File: src/assert_macros.svh
// Assertion macros shared by the RTL of the DNS A-record extractor.
// Depends on nothing; included by modules that carry concurrent checks.
`ifndef ASSERT_MACROS_SVH
`define ASSERT_MACROS_SVH

// Check that a condition implies another in the same cycle.
`define ASSERT_IMPLIES(label, clk, rst, cond, expr) \
   label: assert property (@(posedge clk) disable iff (rst) (cond) |-> (expr)) \
      else $error("assertion failed: same-cycle implication");

// Check that a condition implies another in the next cycle.
`define ASSERT_NEXT(label, clk, rst, cond, expr) \
   label: assert property (@(posedge clk) disable iff (rst) (cond) |=> (expr)) \
      else $error("assertion failed: next-cycle implication");

`endif

File: src/dar_pkg.sv
// Types and constants of the DNS A-record extractor.
// Depends on nothing; used by dns_a_record_extractor_top.
`default_nettype none

package dar_pkg;

   // Parse phase, one-hot; the last three hold the decided outcomes.
   typedef enum logic [13:0] {
      PH_HEADER = 14'b00_0000_0000_0001,
      PH_QNAME  = 14'b00_0000_0000_0010,
      PH_QLABEL = 14'b00_0000_0000_0100,
      PH_QPTR   = 14'b00_0000_0000_1000,
      PH_QFIXED = 14'b00_0000_0001_0000,
      PH_ANAME  = 14'b00_0000_0010_0000,
      PH_ALABEL = 14'b00_0000_0100_0000,
      PH_APTR   = 14'b00_0000_1000_0000,
      PH_AFIXED = 14'b00_0001_0000_0000,
      PH_ASKIP  = 14'b00_0010_0000_0000,
      PH_ADATA  = 14'b00_0100_0000_0000,
      PH_FOUND  = 14'b00_1000_0000_0000,
      PH_BADLEN = 14'b01_0000_0000_0000,
      PH_NONE   = 14'b10_0000_0000_0000
   } phase_type;

   // Result status codes.
   localparam logic [1:0] STATUS_FOUND  = 2'd0;
   localparam logic [1:0] STATUS_BADLEN = 2'd1;
   localparam logic [1:0] STATUS_NONE   = 2'd2;
   localparam logic [1:0] STATUS_TRUNC  = 2'd3;

   // Protocol constants.
   localparam logic [7:0]  PTR_MASK   = 8'hC0;
   localparam logic [15:0] TYPE_A     = 16'h0001;
   localparam logic [15:0] INET_CLASS = 16'h0001;
   localparam logic [15:0] ADDR_LEN   = 16'd4;

   // Field byte positions.
   localparam logic [3:0] HDR_ANCOUNT_HI = 4'd6;
   localparam logic [3:0] HDR_ANCOUNT_LO = 4'd7;
   localparam logic [3:0] HDR_LAST       = 4'd11;
   localparam logic [3:0] QFIXED_LAST    = 4'd3;
   localparam logic [3:0] AF_TYPE_HI     = 4'd0;
   localparam logic [3:0] AF_TYPE_LO     = 4'd1;
   localparam logic [3:0] AF_CLASS_HI    = 4'd2;
   localparam logic [3:0] AF_CLASS_LO    = 4'd3;
   localparam logic [3:0] AF_DLEN_HI     = 4'd8;
   localparam logic [3:0] AF_DLEN_LO     = 4'd9;
   localparam logic [3:0] ADATA_LAST     = 4'd3;

endpackage

`default_nettype wire

File: src/dns_a_record_extractor_top.sv
// Top level of the DNS A-record extractor: byte parser with a result register.
// Depends on dar_pkg and assert_macros.svh.
//
//   channel | direction | ports                                   | moves
//   req     | in        | req_valid req_stall req_resp_byte        | one message byte
//           |           | req_last_byte                           |
//   rsp     | out       | rsp_valid rsp_stall rsp_status           | one status word
//           |           | rsp_address                             | per message
//
// One byte is taken every cycle unless req is stalled; a byte waits in the input register,
// where the phase logic consumes it. The status word of a message appears on rsp
// at the edge where its final byte leaves the input register. Reset is synchronous
// and returns the parser to the header phase. Only a final byte waiting on a full,
// stalled result register stalls req.
`default_nettype none
`include "assert_macros.svh"

module dns_a_record_extractor_top (
   input  wire logic        clock,
   input  wire logic        reset,
   input  wire logic        req_valid,
   output      logic        req_stall,
   input  wire logic [7:0]  req_resp_byte,
   input  wire logic        req_last_byte,
   output      logic        rsp_valid,
   input  wire logic        rsp_stall,
   output      logic [1:0]  rsp_status,
   output      logic [31:0] rsp_address
);

   // Input register
   logic       in_valid_ff, in_valid_in;
   logic [7:0] in_byte_ff;
   logic       in_last_ff;

   // Parser state
   dar_pkg::phase_type phase_ff, phase_in, phase_nxt;
   logic [3:0]  field_idx_ff, field_idx_in, field_idx_nxt;
   logic [15:0] skip_ff, skip_in;
   logic [15:0] answers_ff, answers_in;
   logic [15:0] rec_type_ff, rec_type_in;
   logic [15:0] rec_class_ff, rec_class_in;
   logic [15:0] data_len_ff, data_len_in;
   logic [31:0] accum_ff, accum_in;

   // Result register
   logic        rsp_valid_ff, rsp_valid_in;
   logic [1:0]  status_ff, status_in;
   logic [31:0] address_ff, address_in;

   logic        req_accept;
   logic        out_free;
   logic        consume;
   logic        load_rsp;
   logic [15:0] skip_dec;
   logic [15:0] answers_dec;
   logic [15:0] dlen_full;
   logic        is_a_in;

   // Handshake: a non-final byte never waits; a final one waits for the result register
   assign out_free   = !rsp_valid_ff || !rsp_stall;
   assign consume    = in_valid_ff && (!in_last_ff || out_free);
   assign load_rsp   = consume && in_last_ff;
   assign req_stall  = in_valid_ff && !consume;
   assign req_accept = req_valid && !req_stall;

   assign in_valid_in = req_accept ? 1'b1 : (consume ? 1'b0 : in_valid_ff);

   // Shared arithmetic for the phase logic
   assign skip_dec    = skip_ff - 16'd1;
   assign answers_dec = answers_ff - 16'd1;
   assign dlen_full   = data_len_ff | {8'h00, in_byte_ff};
   assign is_a_in     = (rec_type_ff == dar_pkg::TYPE_A) &&
                        (rec_class_ff == dar_pkg::INET_CLASS);

   // Advance the parser by one byte
   always_comb begin
      phase_nxt     = phase_ff;
      field_idx_nxt = field_idx_ff;
      skip_in       = skip_ff;
      answers_in    = answers_ff;
      rec_type_in   = rec_type_ff;
      rec_class_in  = rec_class_ff;
      data_len_in   = data_len_ff;
      accum_in      = accum_ff;
      if (consume) begin
         unique case (phase_ff)
            dar_pkg::PH_HEADER: begin
               if (field_idx_ff == dar_pkg::HDR_ANCOUNT_HI) begin
                  answers_in = {in_byte_ff, answers_ff[7:0]};
               end else if (field_idx_ff == dar_pkg::HDR_ANCOUNT_LO) begin
                  answers_in = {answers_ff[15:8], in_byte_ff};
               end
               if (field_idx_ff >= dar_pkg::HDR_LAST) begin
                  phase_nxt     = dar_pkg::PH_QNAME;
                  field_idx_nxt = 4'd0;
               end else begin
                  field_idx_nxt = field_idx_ff + 4'd1;
               end
            end
            dar_pkg::PH_QNAME: begin
               if ((in_byte_ff & dar_pkg::PTR_MASK) != 8'h00) begin
                  phase_nxt = dar_pkg::PH_QPTR;
               end else if (in_byte_ff == 8'h00) begin
                  phase_nxt     = dar_pkg::PH_QFIXED;
                  field_idx_nxt = 4'd0;
               end else begin
                  skip_in   = {8'h00, in_byte_ff};
                  phase_nxt = dar_pkg::PH_QLABEL;
               end
            end
            dar_pkg::PH_QLABEL: begin
               skip_in = skip_dec;
               if (skip_dec == 16'd0) begin
                  phase_nxt = dar_pkg::PH_QNAME;
               end
            end
            dar_pkg::PH_QPTR: begin
               phase_nxt     = dar_pkg::PH_QFIXED;
               field_idx_nxt = 4'd0;
            end
            dar_pkg::PH_QFIXED: begin
               if (field_idx_ff >= dar_pkg::QFIXED_LAST) begin
                  field_idx_nxt = 4'd0;
                  phase_nxt = (answers_ff == 16'd0) ? dar_pkg::PH_NONE : dar_pkg::PH_ANAME;
               end else begin
                  field_idx_nxt = field_idx_ff + 4'd1;
               end
            end
            dar_pkg::PH_ANAME: begin
               if ((in_byte_ff & dar_pkg::PTR_MASK) != 8'h00) begin
                  phase_nxt = dar_pkg::PH_APTR;
               end else if (in_byte_ff == 8'h00) begin
                  phase_nxt     = dar_pkg::PH_AFIXED;
                  field_idx_nxt = 4'd0;
               end else begin
                  skip_in   = {8'h00, in_byte_ff};
                  phase_nxt = dar_pkg::PH_ALABEL;
               end
            end
            dar_pkg::PH_ALABEL: begin
               skip_in = skip_dec;
               if (skip_dec == 16'd0) begin
                  phase_nxt = dar_pkg::PH_ANAME;
               end
            end
            dar_pkg::PH_APTR: begin
               phase_nxt     = dar_pkg::PH_AFIXED;
               field_idx_nxt = 4'd0;
            end
            dar_pkg::PH_AFIXED: begin
               // capture type, class and data length; TTL bytes pass by
               if (field_idx_ff == dar_pkg::AF_TYPE_HI) begin
                  rec_type_in = {in_byte_ff, 8'h00};
               end else if (field_idx_ff == dar_pkg::AF_TYPE_LO) begin
                  rec_type_in = rec_type_ff | {8'h00, in_byte_ff};
               end else if (field_idx_ff == dar_pkg::AF_CLASS_HI) begin
                  rec_class_in = {in_byte_ff, 8'h00};
               end else if (field_idx_ff == dar_pkg::AF_CLASS_LO) begin
                  rec_class_in = rec_class_ff | {8'h00, in_byte_ff};
               end else if (field_idx_ff == dar_pkg::AF_DLEN_HI) begin
                  data_len_in = {in_byte_ff, 8'h00};
               end else if (field_idx_ff == dar_pkg::AF_DLEN_LO) begin
                  data_len_in = dlen_full;
               end
               if (field_idx_ff < dar_pkg::AF_DLEN_LO) begin
                  field_idx_nxt = field_idx_ff + 4'd1;
               end else begin
                  field_idx_nxt = 4'd0;
                  if (is_a_in) begin
                     phase_nxt = (dlen_full == dar_pkg::ADDR_LEN) ? dar_pkg::PH_ADATA
                                                                 : dar_pkg::PH_BADLEN;
                  end else if (dlen_full == 16'd0) begin
                     answers_in = answers_dec;
                     phase_nxt  = (answers_dec == 16'd0) ? dar_pkg::PH_NONE
                                                         : dar_pkg::PH_ANAME;
                  end else begin
                     skip_in   = dlen_full;
                     phase_nxt = dar_pkg::PH_ASKIP;
                  end
               end
            end
            dar_pkg::PH_ASKIP: begin
               skip_in = skip_dec;
               if (skip_dec == 16'd0) begin
                  answers_in = answers_dec;
                  phase_nxt  = (answers_dec == 16'd0) ? dar_pkg::PH_NONE : dar_pkg::PH_ANAME;
               end
            end
            dar_pkg::PH_ADATA: begin
               accum_in = {accum_ff[23:0], in_byte_ff};
               if (field_idx_ff >= dar_pkg::ADATA_LAST) begin
                  field_idx_nxt = 4'd0;
                  phase_nxt     = dar_pkg::PH_FOUND;
               end else begin
                  field_idx_nxt = field_idx_ff + 4'd1;
               end
            end
            default: begin
               // decided: drop bytes until the final one
            end
         endcase
      end
   end

   // Rewind to the header phase after the final byte
   always_comb begin
      phase_in     = phase_nxt;
      field_idx_in = field_idx_nxt;
      if (load_rsp) begin
         phase_in     = dar_pkg::PH_HEADER;
         field_idx_in = 4'd0;
      end
   end

   // Form the result word from the phase after this byte
   always_comb begin
      address_in = 32'd0;
      unique case (phase_nxt)
         dar_pkg::PH_FOUND: begin
            status_in  = dar_pkg::STATUS_FOUND;
            address_in = accum_in;
         end
         dar_pkg::PH_BADLEN: status_in = dar_pkg::STATUS_BADLEN;
         dar_pkg::PH_NONE:   status_in = dar_pkg::STATUS_NONE;
         default:            status_in = dar_pkg::STATUS_TRUNC;
      endcase
   end

   // Hold the result until it is taken
   assign rsp_valid_in = load_rsp ? 1'b1 : (rsp_valid_ff && rsp_stall);

   always_ff @(posedge clock) begin
      if (reset) begin
         in_valid_ff  <= 1'b0;
         rsp_valid_ff <= 1'b0;
         phase_ff     <= dar_pkg::PH_HEADER;
         field_idx_ff <= 4'd0;
      end else begin
         in_valid_ff  <= in_valid_in;
         rsp_valid_ff <= rsp_valid_in;
         phase_ff     <= phase_in;
         field_idx_ff <= field_idx_in;
      end
   end

   always_ff @(posedge clock) begin
      if (req_accept) begin
         in_byte_ff <= req_resp_byte;
         in_last_ff <= req_last_byte;
      end
      if (load_rsp) begin
         status_ff  <= status_in;
         address_ff <= address_in;
      end
      skip_ff      <= skip_in;
      answers_ff   <= answers_in;
      rec_type_ff  <= rec_type_in;
      rec_class_ff <= rec_class_in;
      data_len_ff  <= data_len_in;
      accum_ff     <= accum_in;
   end

   assign rsp_valid   = rsp_valid_ff;
   assign rsp_status  = status_ff;
   assign rsp_address = address_ff;

   // Checks
   `ASSERT_IMPLIES(a_addr_only_found, clock, reset, rsp_valid_ff && (address_ff != 32'd0),
                   status_ff == dar_pkg::STATUS_FOUND)
   `ASSERT_NEXT(a_rewind_after_last, clock, reset, load_rsp,
                (phase_ff == dar_pkg::PH_HEADER) && (field_idx_ff == 4'd0) && rsp_valid_ff)
   `ASSERT_IMPLIES(a_stall_only_final, clock, reset, req_stall,
                   in_valid_ff && in_last_ff && rsp_valid_ff && rsp_stall)

endmodule

`default_nettype wire
File: config.mk
export PLATFORM = sky130hd
export DESIGN_NAME = dns_a_record_extractor_top
export DESIGN_NICKNAME = d
export VERILOG_FILES = /design/src/dar_pkg.sv /design/src/dns_a_record_extractor_top.sv
export VERILOG_INCLUDE_DIRS = /design/src /design/src/src
export SDC_FILE = /design/constraint.sdc
export NUM_CORES = 1
export LEC_CHECK = 0
export ABC_CLOCK_PERIOD_IN_PS = 10700
export BUFFER_PORTS_ARGS = -buffer_cell sky130_fd_sc_hd__buf_2
export CORE_ASPECT_RATIO = 2
export CORE_MARGIN = 2
export CORE_UTILIZATION = 66
export DETAILED_ROUTE_END_ITERATION = 7
export GPL_TIMING_DRIVEN = 0
export PLACE_DENSITY = 0.85
export SYNTH_ARGS = -nofsm -noshare
export SYNTH_HDL_FRONTEND = slang
export SYNTH_SLANG_ARGS = --single-unit
File: constraint.sdc
create_clock -name clock -period 10.7 [get_ports clock]
set_clock_uncertainty 0.1 [all_clocks]
set_input_delay 0 -clock clock [delete_from_list [all_inputs] [get_ports clock]]
set_output_delay 0 -clock clock [all_outputs]
set_load 0.01 [all_outputs]
==> results_dict.tcl <==
set metrics [dict create \
    wl_per_cell_um 23.2 \
    worstMarginPinSlew_ns 1.24 \
    ys_ff_latch 175 \
    yosysTopAreaCell "edfxtp_1" \
    final-max-slew-violation-count 0 \
    setup_viol 0 \
    synth_area_leaders "edfxtp_1 41%, dfxtp_1 12%, nor4b_2 5.1%, mux2_2 4.2%, nor2_1 4.1%" \
    htreeDepth 4 \
    power_frac_seq_pct 50.6 \
    crit_type "reg -> reg" \
    clkLatencyLatePin_ns 0.44 \
    grt_pass1_vias 7259 \
    ys_types 72 \
    cts_made_buffers 17 \
    final_cell_count_no_fill 1054 \
    ir_drop_uv 157 \
    fp.dieW_um 86.2 \
    area_growth_pct 13.4 \
    dp.cells 1010 \
    wl_mm 24.4 \
    critPathLaunchType "flip-flop" \
    dieArea_um2 14500 \
    synthXorXnorAreaFrac_pct 3.54 \
    vias_per_cell 6.67 \
    rsz0062_at_grt "no" \
    grt_use_total_pct 34.1 \
    p_int_uw 1070 \
    nFillCells 868 \
    cts_hold_buf 12 \
    power_frac_comb_pct 4.1 \
    clock.fmax_mhz 244 \
    syn_nets 829 \
    grt_max_degree 36 \
    p_sw_uw 371 \
    power_density_nw_per_um2 143 \
    finalCritPeriodShare_pct 38.4 \
    io_pins 49 \
    syn_inst 807 \
    grt_pass1_wl_mm 37.6 \
    post_cts_resized 0 \
    synth_most_common_cell "edfxtp_1" \
    arrival_ns 4.31 \
    yosysWarningCount 0 \
    postCtsSetupBuffers 0 \
    synth_fa_ha_area_share_pct 1.26 \
    drtIter0Drc 635 \
    die_h_um 168 \
    initial_core_util_pct 66.7 \
    crit_fanout 10 \
    drive_gt1_share_pct 20.5 \
    cp.required_ns 10.90 \
    synthFlopType "edfxtp_1" \
    synth_compound_area_share_pct 8.36 \
    seq_area_frac_synth_pct 53.1 \
    synth_top_area_share_pct 41.4 \
    antenna_cells 0 \
    dpl.hpwl_mm 17.5 \
    path_clk_slew_ns 0.08 \
    muxShareOfSynthArea_pct 4.39 \
    synth-edff-count 123 \
    cts-root-buf "clkbuf_16" \
    nets 908 \
    netlist_area_um2 8910 \
    post-route-min-period_ns 4.10 \
    clockBufferDepth 2 \
    antenna_found_initial 0 \
    clkPwrFrac_pct 45.4 \
    drc_errors 0 \
    io_buffers 48 \
    synthArstFlopShare_pct 0 \
    ys_top_cells_by_count "123 x edfxtp_1, 97 x nor2_1, 52 x dfxtp_1, 52 x nand2_1, 35 x clkbuf_1" \
    relSlewSlack_pct 16.6 \
    maxCapViolCount 0 \
    cts_tree "built" \
    p_leak_uw 0.00346 \
    synth_top_family_by_area "simple AND/OR/NAND/NOR gates" \
    drt-pass1-iter-count 5 \
    endpoint_kind "flip-flop" \
    hold_violations 0 \
    num_rows 60 \
    cts.sinks 175 \
    grt-ovfl-total 0 \
    drtAntennaViolNets 0 \
    gp_congestion 0.965 \
    status "completed" \
    finalSetupTns_ns 0 \
    holdCritPathClass "in -> reg" \
    synthSimpleGateAreaFrac_pct 26.0 \
    core_um2 13400 \
    swShare_pct 25.7 \
    p_total_uw 1440 \
    num_vias 7028 \
    syn_avg_cell_area_um2 11.0 \
]
-- path summary, 6_finish.rpt --
| path | from | to | slack (ns) | depth (start not counted) |
|---|---|---|---|---|
| max | phase_ff[5] | field_idx_ff[1] | 6.60 | 8 |
| min | req_valid | in_byte_ff[3] | 0.08 | 2 |
| max reg2reg | phase_ff[5] | field_idx_ff[1] | 6.60 | 8 |
| min reg2reg | accum_ff[30] | accum_ff[30] | 0.37 | 1 |
-- sequential cells by signal, indices dropped and copies added (netlist names) --
register / cells
accum_ff: 32
answers_ff: 16
data_len_ff: 16
field_idx_ff: 4
in_byte_ff: 8
in_last_ff: 1
in_valid_ff: 1
phase_ff: 14
rec_class_ff: 16
rec_type_ff: 16
rsp_address: 32
rsp_status: 2
rsp_valid: 1
skip_ff: 16
-- layout make-up --
cell class | count | area [um2] | share of cell area (%)
plain buffers | 51 | 248 | 2.45
clock buffers | 17 | 425 | 4.21
clock inverters | 15 | 201 | 1.99
inverters | 13 | 48.8 | 0.483
multi-input cells | 568 | 3900 | 38.6
flip-flops and latches | 175 | 4730 | 46.8
well taps | 155 | 194 | 1.92
repair buffers | 60 | 360 | 3.56
-- power groups by stage --
stage               Sequential (uW)  Clock (uW)  Combinational, uW
floorplan                       745           0               32.5
global placement                744           0               50.9
detailed placement              744           0               52.6
CTS                             729         649               56.7
global route                    730         676               62.3
finish                          729         654               58.4
-- metrics by stage --
step / area [um2] / setup WS [ns] / hold slack (ns) / util, %
after floorplan: 8910 / 7.07 / -0.0309 / -
after global placement: 9350 / 6.41 / 0.0800 / 70.0
after detailed placement: 9360 / 6.77 / 0.0788 / 70.0
after CTS: 10100 / 6.73 / 0.0846 / 75.6
after global routing: 10100 / 6.49 / 0.0990 / 75.7
final: 10100 / 6.60 / 0.0837 / 75.7
-- per-layer routing --
layer	GRT usage, %	vias to the layer above	wire, um
met5	0	-	0
met2	63.2	328	13300
met3	4.71	112	1080
met4	22.6	0	1800
li1	-	3188	-
met1	34.1	3400	8250
-- placed cells by master, fill, tap and decap left out, types with 27 or more instances in the layout --
master,count
clkbuf_1,35
nor4b_2,30
dfxtp_1,52
mux2_2,33
nand3_1,27
buf_2,54
nor2_1,97
edfxtp_1,123
nand2_1,52
o21ai_0,33
-- critical path, cell delays in order (launching register included) --
cell and delay [ns]:
dfxtp_1 0.37, nor4_2 0.64, nand2_1 0.38, nor3_1 0.75, nor4_1 0.16, a211oi_1 0.80, nand3_1 0.25, o21bai_1 0.40
nor2_1 0.10
-- logic make-up (layout without fill, tap and decap cells) --
group,Yosys count,count (layout)
adder cells (fa/ha/maj),9,9
AND/OR/NAND/NOR,380,380
buffers and inverters,64,156
AO/OA/AOI/OAI,108,108
flip-flops,175,175
XOR/XNOR,36,36
multiplexers,35,35
Power figures use the tool's default switching activity.
